## config.mk

```make
export PLATFORM = sky130hd
export DESIGN_NAME = boundary_prefix_search
export DESIGN_NICKNAME = d
export VERILOG_FILES = /design/src/rtl/bps_pkg.sv /design/src/rtl/boundary_prefix_search.sv
export SDC_FILE = /design/constraint.sdc
export NUM_CORES = 1
export LEC_CHECK = 0
export ABC_CLOCK_PERIOD_IN_PS = 6700
export BUFFER_PORTS_ARGS = -buffer_cell sky130_fd_sc_hd__buf_2
export CORE_MARGIN = 1
export CORE_UTILIZATION = 55
export CTS_BUF_LIST = sky130_fd_sc_hd__clkbuf_4 sky130_fd_sc_hd__clkbuf_8
export CTS_CLUSTER_SIZE = 20
export DETAILED_ROUTE_END_ITERATION = 16
export GPL_TIMING_DRIVEN = 0
export PLACE_DENSITY = 0.73
export SLEW_MARGIN = 20
export SYNTH_ARGS = -nofsm -noshare
export SYNTH_HDL_FRONTEND = slang
export SYNTH_SLANG_ARGS = --single-unit
```

## constraint.sdc

```tcl
create_clock -name clk_i -period 6.7 [get_ports clk_i]
set_clock_uncertainty 0.15 [all_clocks]
set_input_delay 0.67 -clock clk_i [delete_from_list [all_inputs] [get_ports clk_i]]
set_output_delay 0.67 -clock clk_i [all_outputs]
set_load 0.01 [all_outputs]
```

## src/rtl/bps_pkg.sv

```systemverilog
package bps_pkg;

  localparam int unsigned PATTERN_WORDS = 7;
  localparam int unsigned CFG_DATA_W    = 64;
  localparam int unsigned CFG_IDX_W     = 3;
  localparam int unsigned LEN_W         = 6;
  localparam int unsigned START_W       = 16;

  typedef enum logic [CFG_IDX_W-1:0] {
    CFG_BOUNDARY_LENGTH = 3'd0,
    CFG_PATTERN_WORD_0  = 3'd1,
    CFG_PATTERN_WORD_1  = 3'd2,
    CFG_PATTERN_WORD_2  = 3'd3,
    CFG_PATTERN_WORD_3  = 3'd4,
    CFG_PATTERN_WORD_4  = 3'd5,
    CFG_PATTERN_WORD_5  = 3'd6,
    CFG_PATTERN_WORD_6  = 3'd7
  } cfg_idx_e;

  typedef struct packed {
    logic [7:0] data_byte;
    logic       last_byte;
  } in_t;

  typedef struct packed {
    logic               found;
    logic               full_res;
    logic [START_W-1:0] match_start;
    logic [LEN_W-1:0]   bytes_missing;
  } out_t;

endpackage

```

## src/rtl/boundary_prefix_search.sv

```systemverilog
// Boundary search over a byte stream, one byte per transaction. The block takes one byte every
// cycle unless a last byte is held back by a stalled result. The byte enters an input register,
// and a single shift-and stage then compares it against all boundary bytes at once and updates
// the partial-match vector. On the byte marked last, the same stage loads the result register,
// which drives the result output. A stalled result holds back the next last byte and, while it
// waits, the bytes behind it; bytes before it keep flowing. A full match reports the first one
// found; otherwise the earliest tail that is a prefix of the boundary is reported with the count
// of bytes still missing. Write the boundary length and pattern words only while the block is
// idle. Byte positions saturate at MAX_STRING_LEN-1; bytes from that position on are not scanned.
module boundary_prefix_search #(
  parameter int unsigned      MAX_BOUNDARY   = 56,
  parameter longint unsigned  MAX_STRING_LEN = 65536
) (
  input  logic                                clk_i,
  input  logic                                rst_ni,
  input  logic                                in_valid_i,
  output logic                                in_stall_o,
  input  bps_pkg::in_t                        in_data_i,
  output logic                                out_valid_o,
  input  logic                                out_stall_i,
  output bps_pkg::out_t                       out_data_o,
  input  logic                                cfg_we_i,
  input  logic [bps_pkg::CFG_IDX_W-1:0]       cfg_idx_i,
  input  logic [bps_pkg::CFG_DATA_W-1:0]      cfg_data_i
);
  import bps_pkg::*;

  localparam int unsigned POS_W = (MAX_STRING_LEN > 2) ? $clog2(MAX_STRING_LEN) : 1;
  localparam int unsigned CW    = (POS_W > LEN_W) ? POS_W : LEN_W;
  localparam logic [POS_W-1:0] POS_LIMIT = POS_W'(MAX_STRING_LEN - 1);
  localparam logic [LEN_W-1:0] LEN_MAX   = LEN_W'(MAX_BOUNDARY);

  logic [LEN_W-1:0]                          len_q;
  logic [PATTERN_WORDS-1:0][CFG_DATA_W-1:0]  pat_q;

  logic                    s1_valid_q;
  in_t                     s1_q;
  logic                    s1_adv;

  logic [MAX_BOUNDARY-1:0] live_q, live_d;
  logic [POS_W-1:0]        pos_q, pos_d;
  logic                    full_seen_q, full_seen_d;
  logic [POS_W-1:0]        full_start_q, full_start_d;

  logic                    out_valid_q;
  out_t                    out_q, out_d;

  logic [LEN_W-1:0]        len_act;
  logic [LEN_W-1:0]        lenm1;
  logic [MAX_BOUNDARY-1:0] hits;
  logic [MAX_BOUNDARY-1:0] top_sel;
  logic [MAX_BOUNDARY-1:0] scan;
  logic                    at_limit;
  logic                    full_hit;
  logic                    tail_hit;
  logic [LEN_W-1:0]        tail_k;
  logic [CW-1:0]           sub_res;

  assign s1_adv     = s1_valid_q && (!s1_q.last_byte || !out_valid_q || !out_stall_i);
  assign in_stall_o = s1_valid_q && !s1_adv;

  always_ff @(posedge clk_i or negedge rst_ni) begin
    if (!rst_ni) begin
      len_q <= LEN_W'(1);
      pat_q <= '0;
    end else if (cfg_we_i) begin
      case (cfg_idx_e'(cfg_idx_i))
        CFG_BOUNDARY_LENGTH: len_q <= cfg_data_i[LEN_W-1:0];
        default:             pat_q[cfg_idx_i - CFG_PATTERN_WORD_0] <= cfg_data_i;
      endcase
    end
  end

  always_comb begin
    len_act = len_q;
    if (len_q == '0) begin
      len_act = LEN_W'(1);
    end else if (len_q > LEN_MAX) begin
      len_act = LEN_MAX;
    end
    lenm1    = len_act - LEN_W'(1);
    at_limit = (pos_q == POS_LIMIT);

    for (int k = 0; k < MAX_BOUNDARY; k++) begin
      hits[k]    = (LEN_W'(k) < len_act) && (pat_q[k/8][(k%8)*8 +: 8] == s1_q.data_byte);
      top_sel[k] = (LEN_W'(k) == lenm1);
    end

    live_d       = live_q;
    pos_d        = pos_q;
    full_seen_d  = full_seen_q;
    full_start_d = full_start_q;
    full_hit     = 1'b0;
    if (at_limit) begin
      live_d = '0;
    end else begin
      live_d   = MAX_BOUNDARY'({live_q, 1'b1}) & hits;
      full_hit = |(live_d & top_sel);
      if (!full_seen_q && full_hit && (CW'(pos_q) >= CW'(lenm1))) begin
        full_seen_d  = 1'b1;
        full_start_d = POS_W'(CW'(pos_q) - CW'(lenm1));
      end
      pos_d = pos_q + POS_W'(1);
    end

    scan     = live_d & ~top_sel;
    tail_hit = 1'b0;
    tail_k   = '0;
    for (int k = 0; k < MAX_BOUNDARY; k++) begin
      if (scan[k] && (LEN_W'(k) < lenm1)) begin
        tail_hit = 1'b1;
        tail_k   = LEN_W'(k);
      end
    end
    sub_res = CW'(pos_q) - CW'(tail_k);

    out_d = '0;
    if (full_seen_d) begin
      out_d.found       = 1'b1;
      out_d.full_res    = 1'b1;
      out_d.match_start = START_W'(full_start_d);
    end else if (!at_limit && (len_act > LEN_W'(1)) && tail_hit) begin
      out_d.found         = 1'b1;
      out_d.match_start   = START_W'(sub_res);
      out_d.bytes_missing = lenm1 - tail_k;
    end

    if (s1_q.last_byte) begin
      live_d       = '0;
      pos_d        = '0;
      full_seen_d  = 1'b0;
      full_start_d = '0;
    end
  end

  always_ff @(posedge clk_i or negedge rst_ni) begin
    if (!rst_ni) begin
      s1_valid_q   <= 1'b0;
      live_q       <= '0;
      pos_q        <= '0;
      full_seen_q  <= 1'b0;
      full_start_q <= '0;
      out_valid_q  <= 1'b0;
    end else begin
      if (!in_stall_o) begin
        s1_valid_q <= in_valid_i;
      end
      if (s1_adv) begin
        live_q       <= live_d;
        pos_q        <= pos_d;
        full_seen_q  <= full_seen_d;
        full_start_q <= full_start_d;
      end
      if (s1_adv && s1_q.last_byte) begin
        out_valid_q <= 1'b1;
      end else if (!out_stall_i) begin
        out_valid_q <= 1'b0;
      end
    end
  end

  always_ff @(posedge clk_i) begin
    if (in_valid_i && !in_stall_o) begin
      s1_q <= in_data_i;
    end
    if (s1_adv && s1_q.last_byte) begin
      out_q <= out_d;
    end
  end

  assign out_valid_o = out_valid_q;
  assign out_data_o  = out_q;

endmodule

```

==> results of run 1 <==
stage by stage:
step	instance area [sq um]	TNS, ns	total power [mW]
4_1_cts	37000	-0.0474	12.5
3_3_place_gp	33500	-3288.47	8.66
3_5_place_dp	33900	-52.53	8.85
5_1_grt	37500	-0.786	13.2
6_report	37500	-0.0267	12.8
2_1_floorplan	32000	0	7.51
worst max path at each step:
stage	start	to	slack [ns]	depth (start not counted)
6_report	s1_q[5]	out_data_o[21]	-0.03	25
5_1_grt	len_q[4]	out_data_o[21]	-0.18	34
4_1_cts	len_q[4]	out_data_o[21]	-0.05	33
3_5_place_dp	len_q[4]	out_data_o[21]	-2.54	35
3_3_place_gp	rst_ni	pat_q[104]	-5.98	1
2_1_floorplan	len_q[4]	out_data_o[21]	0.34	34
routing by layer:
layer | part of all wire [%] | vias up | wire length, um
met1 | 37 | 13300 | 48900
li1 | - | 10900 | -
met5 | 0.053 | - | 71
met2 | 44 | 1687 | 59200
met4 | 8.7 | 12 | 11700
met3 | 10 | 536 | 14000
sequential cells by signal, summed over array words and instances, names as in the netlist:
signal        count
pos_q            16
full_start_q     16
full_seen_q       1
s1_q              9
pat_q           448
s1_valid_q        1
out_valid_o       1
len_q             6
out_data_o       24
live_q           55
power by group:
part / internal [mW] / switching, mW
registers: 4.40 / 0.657
clock network: 1.83 / 1.55
logic: 1.93 / 2.41
layout by cell type, fill, tap and decap left out, types with 43 or more instances in the layout:
cell,Yosys,routed
nand2_1,142,136
o21ai_0,85,75
nor3_1,71,49
buf_2,50,133
nor2_1,116,107
mux2_2,457,457
clkbuf_1,85,73
xor2_1,150,149
a21oi_1,51,43
nand3_1,69,65
xnor2_1,338,337
nand4_1,96,96
dfrtp_1,543,542
clkbuf_8,0,123
buf_4,31,104
timing repair:
item	in CTS	in global routing
hold endpoints to repair	34	0
gates resized for setup	158	50
pin swaps	41	35
cloned	0	3
setup endpoints to repair	41	11
setup buffers	36	31
hold buffers	11	0
layout make-up:
| cell class | instances | area, sq um |
|---|---|---|
| multi-input combinational | 2068 | 17100 |
| clock inverter | 15 | 154 |
| timing repair buffer | 206 | 1540 |
| sequential | 577 | 14600 |
| buffer | 174 | 1110 |
| fill | 4374 | 20000 |
| clock buffer | 154 | 1920 |
| inverter | 30 | 121 |
| tap | 765 | 957 |
| antenna | 4 | 10.0 |
kinds of logic (layout without fill, tap and decap cells):
group                      Yosys count  in the layout  synth area share [%]
other                                0              4                     0
DFF                                577            577                  45.6
AOI/OAI and AO/OA                  364            364                  8.00
muxes                              480            480                  16.8
buffers and inverters              209            579                  3.20
and+or+nand+nor                    706            706                  11.8
xor gates and xnor gates           489            489                  13.4
adders and majority gates           29             29                  1.19
==> metrics.md, run 1 <==
| Metric | Value |
|---|---|
| Slew headroom | `11.7%` |
| Clock H-tree levels | `3` |
| Share of cells above drive strength 1 | `33.0%` |
| Final WS setup | `-0.0267 ns` |
| Primary FF master, synth | `dfrtp_1` |
| Gpl congestion | `1.02` |
| Outcome | `finished with violations` |
| Clock root buffer | `clkbuf_8` |
| Vias in the first global route | `26800` |
| Crit-path max FO | `10` |
| Routed length per instance | `33.6 um` |
| Cell taking the most area after synthesis | `dfrtp_1` |
| # clock sinks | `577` |
| Worst Hold Endpoint | `out_valid_o` |
| CP Class | `flip-flop to flip-flop` |
| Total GRT Usage | `45.2%` |
| Top post-synthesis cells by area | `dfrtp_1 42%, mux2_2 16%, xnor2_1 9.3%` |
| Final Slew Violations | `0` |
| Worst reg-to-reg setup slack | `-0.03 ns` |
| Synthesized net count | `2962` |
| Start of the worst register-to-register path | `s1_q[5]` |
| Antenna violations before repair | `10` |
| Sequential area share after synthesis | `45.6%` |
| Finished Layout Cells | `3993` |
| Total gr overflow | `0` |
| Setup crit end kind | `flip-flop` |
| Share of the synthesized area in the top cell type | `42.5%` |
| ANT nets after route | `0` |
| Min Hold Slack | `0.0594 ns` |
| WP data required | `7.01 ns` |
| Synth cell types | `103` |
| Fin util | `65.2%` |
| Crit-path slowest cell | `nor3_2` |
| Mapped Cells | `2854` |
| Synthesis warning total | `0` |
| Most used cell, CP | `buf_4` |
| Clock-pin slew on the worst setup and hold paths | `0.06 ns` |
| Met2 Track Usage GR | `68.7%` |
| Final #Nets | `3262` |
| Buffers plus inverters on the worst setup path | `4` |
| Max incr delay on CP | `0.45 ns` |
| Gr busiest metal | `met2` |
| Final setup viols | `1` |
| Worst EP arrival | `7.04 ns` |
| Area growth syn-to-layout | `17.3%` |
| Final Cycle Share | `100%` |
| Die W | `243 um` |
| Final Hold Viols | `0` |
| Register bit total from synthesis | `577` |
| Synthesized area | `32000 sq um` |
| Hold Path Class | `primary input to flip-flop` |
| Placed cell count | `3745` |
| First-pass GRT wire length | `189 mm` |
| Worst R2R End | `out_data_o[21]` |
| Met1 global-route usage | `54.4%` |
| Core area | `57600 sq um` |
| Clock Path Buffers | `3` |
| RSZ-0062 raised after global routing | `true` |
| Max VDD drop | `0.244 mV` |
| Initial Utilization | `55.6%` |
| Io pins | `107` |
| CP top delay family | `compound AO/OA/AOI/OAI gates` |
| Worst Tran Pin Value | `1.31 ns` |
| DR vias/cell | `6.62` |
| DP Worst Slack | `-2.54 ns` |
| Rows | `88` |
| GRT met3 Usage | `13.3%` |
| Leak | `15.4 nW` |
| Largest net degree at the start of global routing | `102` |
| Asr flop ratio synth | `94.3%` |
| Die ar. | `59200 sq um` |
| # Max-Cap Violations | `0` |
| EDFF count, synth | `33` |
| Clock Latency Late Sink | `0.75 ns` |
| Failing checks | `negative setup slack` |
| Die H | `243 um` |
| Worst hold stages | `2` |
| I/O Buffers | `106` |
| Inserted Clock Buffers | `97` |
| Syn_area_per_cell | `11.2 sq um` |
| CTS tree | `yes` |
| Worst R2R Path Depth | `25` |
| Total wire length | `134 mm` |
| Post-layout min period | `6.73 ns` |
| Placed wire-length estimate | `98.0 mm` |
| DR pass1 iterations | `6` |
| Post-route DRC | `0` |
| Hold path startpoint | `out_stall_i` |
| Worst setup SP type | `flip-flop` |
| Most common cell in the netlist | `dfrtp_1` |
| Post-synth top cells | `543 x dfrtp_1, 457 x mux2_2, 338 x xnor2_1` |
| Routed via count | `26400` |
| Max Clk Rate | `0.149 GHz` |
| Pwr dens | `340 nW/um^2` |
| Iteration-0 DRC Markers | `2584` |
Note: power is estimated with default switching activity, not from simulation.
==> run 2, diff against run 1 <==
--- a/config.mk
+++ b/config.mk
@@ -14,6 +14,7 @@
 export DETAILED_ROUTE_END_ITERATION = 16
 export GPL_TIMING_DRIVEN = 0
 export PLACE_DENSITY = 0.73
+export RECOVER_POWER = 50
 export SLEW_MARGIN = 20
 export SYNTH_ARGS = -nofsm -noshare
 export SYNTH_HDL_FRONTEND = slang
==> run 2 against run 1 <==
- the flow finishes with violations (max-capacitance violations, max-slew violations, negative setup slack)
- hold slack gained 0.0030 ns
- total power shrank 0.14%
- die area is the same
- maximum frequency is essentially flat
- sequential power is essentially flat
- non-clock buffer count is the same
- global-route usage is the same
- clock power is essentially flat
- clock-buffer cell count is the same
- critical path depth is the same
- sequential share of layout area grew 0.18 points
- core utilization shrank 0.30 points
==> metrics.md, run 2 (synthesized netlist as in run 1, its figures left out) <==
| Metric | Value |
|---|---|
| Commonest non-fill, non-tap cell in the layout | `dfrtp_1` |
| WP data required | `7.01 ns (about the same)` |
| Crit-path slowest cell | `or4_4` |
| CTS tree | `yes` |
| Clock root buffer | `clkbuf_8` |
| Worst setup SP type | `flip-flop` |
| Final setup viols | `1 (unchanged)` |
| Rows | `88 (unchanged)` |
| Initial Utilization | `55.6% (unchanged)` |
| Die ar. | `59200 sq um (unchanged)` |
| Largest net degree at the start of global routing | `102 (unchanged)` |
| Worst Tran Pin Value | `2.50 ns (+1.19 ns)` |
| Die H | `243 um (unchanged)` |
| Finished Layout Cells | `3993 (unchanged)` |
| Final #Nets | `3262 (unchanged)` |
| # Max-Cap Violations | `3 (+3)` |
| Leak | `15.3 nW (-0.91%)` |
| Final Hold Viols | `0 (unchanged)` |
| Core area | `57600 sq um (unchanged)` |
| Final Cycle Share | `100% (about the same)` |
| Failing checks | `max-capacitance violations, max-slew violations, negative setup slack` |
| Share of cells above drive strength 1 | `32.0% (-1.0 points)` |
| Final Slew Violations | `252 (+252)` |
| ANT nets after route | `0 (unchanged)` |
| Setup crit end kind | `flip-flop` |
| Worst EP arrival | `7.03 ns (about the same)` |
| Placed cell count | `3745 (unchanged)` |
| Clock-pin slew on the worst setup and hold paths | `0.06 ns (about the same)` |
| Total wire length | `134 mm (-0.12%)` |
| Io pins | `107 (unchanged)` |
| Max Clk Rate | `0.149 GHz (about the same)` |
| Gpl congestion | `1.02 (unchanged)` |
| Crit-path max FO | `10 (unchanged)` |
| Buffers plus inverters on the worst setup path | `2 (-2)` |
| DR pass1 iterations | `7 (+1)` |
| Die W | `243 um (unchanged)` |
| Clock H-tree levels | `3 (unchanged)` |
| Slew headroom | `-66.7% (-78 points)` |
| Total gr overflow | `0 (unchanged)` |
| DP Worst Slack | `-2.54 ns (unchanged)` |
| Max incr delay on CP | `0.72 ns (+0.27 ns)` |
| Reg with most FFs | `pat_q` |
| Routed via count | `26400 (-0.17%)` |
| Worst hold stages | `2 (unchanged)` |
| Hold path startpoint | `out_stall_i` |
| I/O Buffers | `106 (unchanged)` |
| Design area | `37400 sq um (-0.47%)` |
| Iteration-0 DRC Markers | `2637 (+2.1%)` |
| Number of flip-flops in the largest register | `448 (unchanged)` |
| Antenna violations before repair | `10 (unchanged)` |
| Hold Path Class | `primary input to flip-flop` |
| RSZ-0062 raised after global routing | `true` |
| Commonest cells after routing, fill and taps aside | `542 x dfrtp_1, 456 x mux2_2, 337 x xnor2_1` |
| Pwr dens | `341 nW/um^2 (+0.33%)` |
| Inserted Clock Buffers | `97 (unchanged)` |
| Fin util | `64.9% (-0.30 points)` |
| Placed wire-length estimate | `98.0 mm (unchanged)` |
| Post-layout min period | `6.72 ns (-0.00374 ns)` |
| Area growth syn-to-layout | `16.8%` |
| DR vias/cell | `6.60 (-0.17%)` |
| First-pass GRT wire length | `189 mm (unchanged)` |
| Placed Area | `33900 sq um (unchanged)` |
| Vias in the first global route | `26800 (unchanged)` |
| Worst Hold Endpoint | `out_valid_o` |
| CP top delay family | `compound AO/OA/AOI/OAI gates` |
| Post-route DRC | `0 (unchanged)` |
| Max VDD drop | `0.244 mV (about the same)` |
| # clock sinks | `577 (unchanged)` |
| Worst R2R End | `out_data_o[21]` |
| Routed length per instance | `33.5 um (-0.12%)` |
| Outcome | `finished with violations` |
| Clock Path Buffers | `3 (unchanged)` |
| Start of the worst register-to-register path | `s1_q[6]` |
| Clock Latency Late Sink | `0.74 ns (about the same)` |
| Total GRT Usage | `45.2% (unchanged)` |
| Final WS setup | `-0.0230 ns (+0.00374 ns)` |
| Worst R2R Path Depth | `25 (unchanged)` |
| Worst reg-to-reg setup slack | `-0.02 ns (about the same)` |
| CP Class | `flip-flop to flip-flop` |
[run 2: cell types whose count changed in the layout (fill, tap and decap cells not counted), moves of 2 or more]
| cell | before | now |
|---|---|---|
| clkbuf_1 | 73 | 103 |
| buf_8 | 4 | 2 |
| clkbuf_4 | 40 | 42 |
| clkbuf_2 | 4 | 6 |
| buf_2 | 133 | 107 |
| buf_16 | 7 | 2 |
[run 2: area by class of cell]
| cell class | count | area [sq um] |
|---|---|---|
| antenna | 4 | 10.0 |
| buffer | 174 | 1110 |
| clock buffer | 154 | 1920 |
| clock inverter | 15 | 154 |
| fill | 4409 | 20200 |
| inverter | 30 | 121 |
| multi-input combinational | 2068 | 17100 |
| sequential | 577 | 14600 |
| tap | 765 | 957 |
| timing repair buffer | 206 | 1370 |
[run 2: metal layers]
layer,track usage (%),share of wire [%],vias to the layer above
met4,33.9,8.8,8
met5,0,0.033,-
met1,54.4,37,13400
met3,13.3,10,510
li1,-,-,10900
met2,68.7,44,1607
[run 2: worst max-delay path by stage]
stage	slack [ns]	to	cells after the start	from
after floorplan	0.34	out_data_o[21]	34	len_q[4]
after global placement	-5.98	pat_q[104]	1	rst_ni
after detailed placement	-2.54	out_data_o[21]	35	len_q[4]
after CTS	-0.05	out_data_o[21]	33	len_q[4]
after global routing	-0.18	out_data_o[21]	34	len_q[4]
final	-0.02	out_data_o[21]	25	s1_q[6]
[run 2: where the power goes]
group / total, mW / internal, mW / switching [mW]
Combinational: 4.33 / 1.92 / 2.41
Clock: 3.37 / 1.83 / 1.54
Sequential: 5.06 / 4.40 / 0.657
Total: 12.8 / 8.15 / 4.61
[run 2: what timing repair did]
| action | in CTS | in global routing |
|---|---|---|
| endpoints found under the setup margin | 41 | 11 |
| hold endpoints to repair | 34 | 0 |
| cloned | 0 | 3 |
| resized for setup | 158 | 50 |
| hold buffers | 11 | 0 |
| buffers inserted | 36 | 31 |
| pin swaps | 41 | 35 |
[run 2: metrics by stage]
stage	hold slack (ns)	power, mW	TNS [ns]
after floorplan	0.224	7.51	0
after global placement	0.309	8.66	-3288.47
after detailed placement	0.321	8.85	-52.53
after CTS	0.0230	12.5	-0.0474
after global routing	0.0558	13.2	-0.786
final	0.0623	12.8	-0.0230
==> run 3, diff against run 2 <==
--- a/config.mk
+++ b/config.mk
@@ -15,6 +15,7 @@
 export GPL_TIMING_DRIVEN = 0
 export PLACE_DENSITY = 0.73
 export RECOVER_POWER = 50
+export SETUP_SLACK_MARGIN = 0.2
 export SLEW_MARGIN = 20
 export SYNTH_ARGS = -nofsm -noshare
 export SYNTH_HDL_FRONTEND = slang
==> run 3 against run 2 <==
- the run still ends with max-capacitance violations, max-slew violations, negative setup slack left
- sequential cell count is the same
- core utilization is 0.49 points higher
- combinational power is 2% higher
- sequential power about the same
- critical path depth stayed put
- hold slack gained 0.0064 ns
- critical endpoint is now out_data_o[17]
- largest cell class unchanged
- largest power group unchanged
==> metrics.md, run 3 (synthesized netlist as in run 1, its figures left out) <==
| Metric | Value |
|---|---|
| First-pass GRT wire length | `191 mm (+0.72%)` |
| Final setup viols | `1 (unchanged)` |
| Die W | `243 um (unchanged)` |
| Worst setup SP type | `flip-flop` |
| I/O Buffers | `106 (unchanged)` |
| Die H | `243 um (unchanged)` |
| Max incr delay on CP | `0.67 ns (-0.05 ns)` |
| Sw power | `4.66 mW (+1.1%)` |
| Io pins | `107 (unchanged)` |
| # clock sinks | `577 (unchanged)` |
| Slew headroom | `-68.4% (-1.6 points)` |
| Max VDD drop | `0.245 mV (+0.67%)` |
| Placed cell count | `3745 (unchanged)` |
| Clock Latency Late Sink | `0.74 ns (about the same)` |
| Leak | `15.4 nW (+1.1%)` |
| Inserted Clock Buffers | `97 (unchanged)` |
| Setup crit end kind | `flip-flop` |
| Worst Tran Pin Value | `2.53 ns (+0.0247 ns)` |
| Finished Layout Cells | `4010 (+0.43%)` |
| Pwr dens | `341 nW/um^2 (about the same)` |
| Rows | `88 (unchanged)` |
| Clock H-tree levels | `3 (unchanged)` |
| Clock Path Buffers | `3 (unchanged)` |
| Max Clk Rate | `0.149 GHz (+0.32%)` |
| Final Cycle Share | `100% (-0.32 points)` |
| Crit-path slowest cell | `buf_2` |
| Commonest non-fill, non-tap cell in the layout | `dfrtp_1` |
| Die ar. | `59200 sq um (unchanged)` |
| Crit-path max FO | `10 (unchanged)` |
| Fin util | `65.4% (+0.49 points)` |
| Worst EP arrival | `7.11 ns (+0.08 ns)` |
| DR vias/cell | `6.64 (+0.60%)` |
| Hold Path Class | `primary input to flip-flop` |
| Clock root buffer | `clkbuf_8` |
| Sequential share of power | `39.4% (-0.2 points)` |
| Total GRT Usage | `45.6% (+0.39 points)` |
| Number of flip-flops in the largest register | `448 (unchanged)` |
| CP Class | `flip-flop to flip-flop` |
| Routed via count | `26600 (+1.0%)` |
| Core area | `57600 sq um (unchanged)` |
| Vias in the first global route | `26800 (+0.30%)` |
| Total wire length | `136 mm (+1.5%)` |
| Post-route DRC | `0 (unchanged)` |
| # Max-Cap Violations | `3 (unchanged)` |
| Antenna violations before repair | `9 (-1)` |
| Share of cells above drive strength 1 | `33.5% (+1.5 points)` |
| Final #Nets | `3277 (+0.46%)` |
| Failing checks | `max-capacitance violations, max-slew violations, negative setup slack` |
| Placed wire-length estimate | `98.0 mm (unchanged)` |
| Reg with most FFs | `pat_q` |
| Routed length per instance | `33.9 um (+1.0%)` |
| RSZ-0062 raised after global routing | `true` |
| Final WS setup | `-0.00171 ns (+0.0213 ns)` |
| WP data required | `7.11 ns (+0.10 ns)` |
| Final Slew Violations | `180 (-29%)` |
| Clock share of power | `26.3% (about the same)` |
| Total gr overflow | `0 (unchanged)` |
| Largest net degree at the start of global routing | `102 (unchanged)` |
| Sw Ratio | `36.3% (+0.16 points)` |
| Iteration-0 DRC Markers | `2739 (+3.9%)` |
| Gpl congestion | `1.02 (unchanged)` |
| Initial Utilization | `55.6% (unchanged)` |
| Cell Int Power | `8.19 mW (+0.41%)` |
| Post-layout min period | `6.70 ns (-0.0213 ns)` |
| Logic pwr share | `34.4% (+0.5 points)` |
| Commonest cells after routing, fill and taps aside | `542 x dfrtp_1, 457 x mux2_2, 337 x xnor2_1` |
| Final Hold Viols | `0 (unchanged)` |
| CTS tree | `yes` |
| Area growth syn-to-layout | `17.7%` |
| ANT nets after route | `0 (unchanged)` |
| Clock-pin slew on the worst setup and hold paths | `0.06 ns (about the same)` |
| Outcome | `finished with violations` |
| DR pass1 iterations | `6 (-1)` |
## run 3: changes by cell type in the layout (fill, tap and decap cells not counted), moves of 3 or more
| cell | change |
|---|---|
| buf_2 | +32 |
| clkbuf_1 | -28 |
| buf_6 | +7 |
| clkbuf_4 | -6 |
| buf_4 | +5 |
| nor2_1 | -4 |
| a21oi_1 | -3 |
## run 3: power by group through the flow
stage	logic, mW	registers, mW	clock network (mW)
2_1_floorplan	2.59	4.92	0
3_3_place_gp	3.65	5.02	0
3_5_place_dp	3.77	5.08	0
4_1_cts	4.09	5.03	3.37
5_1_grt	4.61	5.14	3.51
6_report	4.41	5.06	3.37
## run 3: stage by stage
step / setup TNS (ns) / instance area, sq um / power [mW] / hold slack (ns) / setup slack, ns
finish: -0.00171 / 37700 / 12.8 / 0.0687 / -0.00171
global route: -0.498 / 37600 / 13.3 / 0.0554 / -0.145
CTS: 0 / 37100 / 12.5 / 0.0230 / 0.00805
detailed placement: -52.53 / 33900 / 8.85 / 0.321 / -2.54
global placement: -3288.47 / 33500 / 8.66 / 0.309 / -5.98
floorplan: 0 / 32000 / 7.51 / 0.224 / 0.344
## run 3: layer usage
| layer | vias up | GRT usage (%) | share of wire, % |
|---|---|---|---|
| li1 | 10900 | - | - |
| met1 | 13400 | 54.6 | 36 |
| met2 | 1783 | 69.7 | 44 |
| met3 | 521 | 13.8 | 11 |
| met4 | 10 | 33.5 | 8.7 |
| met5 | - | 0 | 0.071 |
## run 3: final timing paths
kind	start	end	slack, ns	cells after the start
worst max-delay path	s1_q[8]	out_data_o[17]	-0.002	25
worst min register to register	live_q[31]	live_q[31]	0.34	2
min in group asynchronous	rst_ni	full_seen_q	0.63	2
max in group asynchronous	rst_ni	pat_q[112]	1.01	4
worst min-delay path	out_stall_i	out_valid_o	0.07	2
worst max register to register	s1_q[8]	out_data_o[17]	-0.002	25
## run 3: layout make-up
type / count / area (sq um)
clock buffer: 154 / 1920
timing repair buffer: 215 / 1510
clock inverter: 15 / 154
buffer: 179 / 1160
inverter: 30 / 121
fill: 4368 / 19900
multi-input combinational: 2069 / 17200
antenna: 6 / 15.0
sequential: 577 / 14600
tap: 765 / 957
## run 3: what timing repair did
action,CTS,global route
gates cloned,0,3
hold buffers,11,0
gates resized for setup,163,74
pin swaps,48,35
hold endpoints to repair,34,0
buffers inserted,43,33
endpoints found under the setup margin,41,12
## run 3: critical path, delay by kind of cell (launching register included)
family                   cells  cell delay, ns
flip-flops                   1            0.36
AND/OR/NAND/NOR              7            1.51
AO/OA/AOI/OAI               10            2.06
buffers and inverters        4            1.48
multiplexers                 1            0.19
adder cells (fa/ha/maj)      1            0.29
XOR/XNOR                     2            0.45
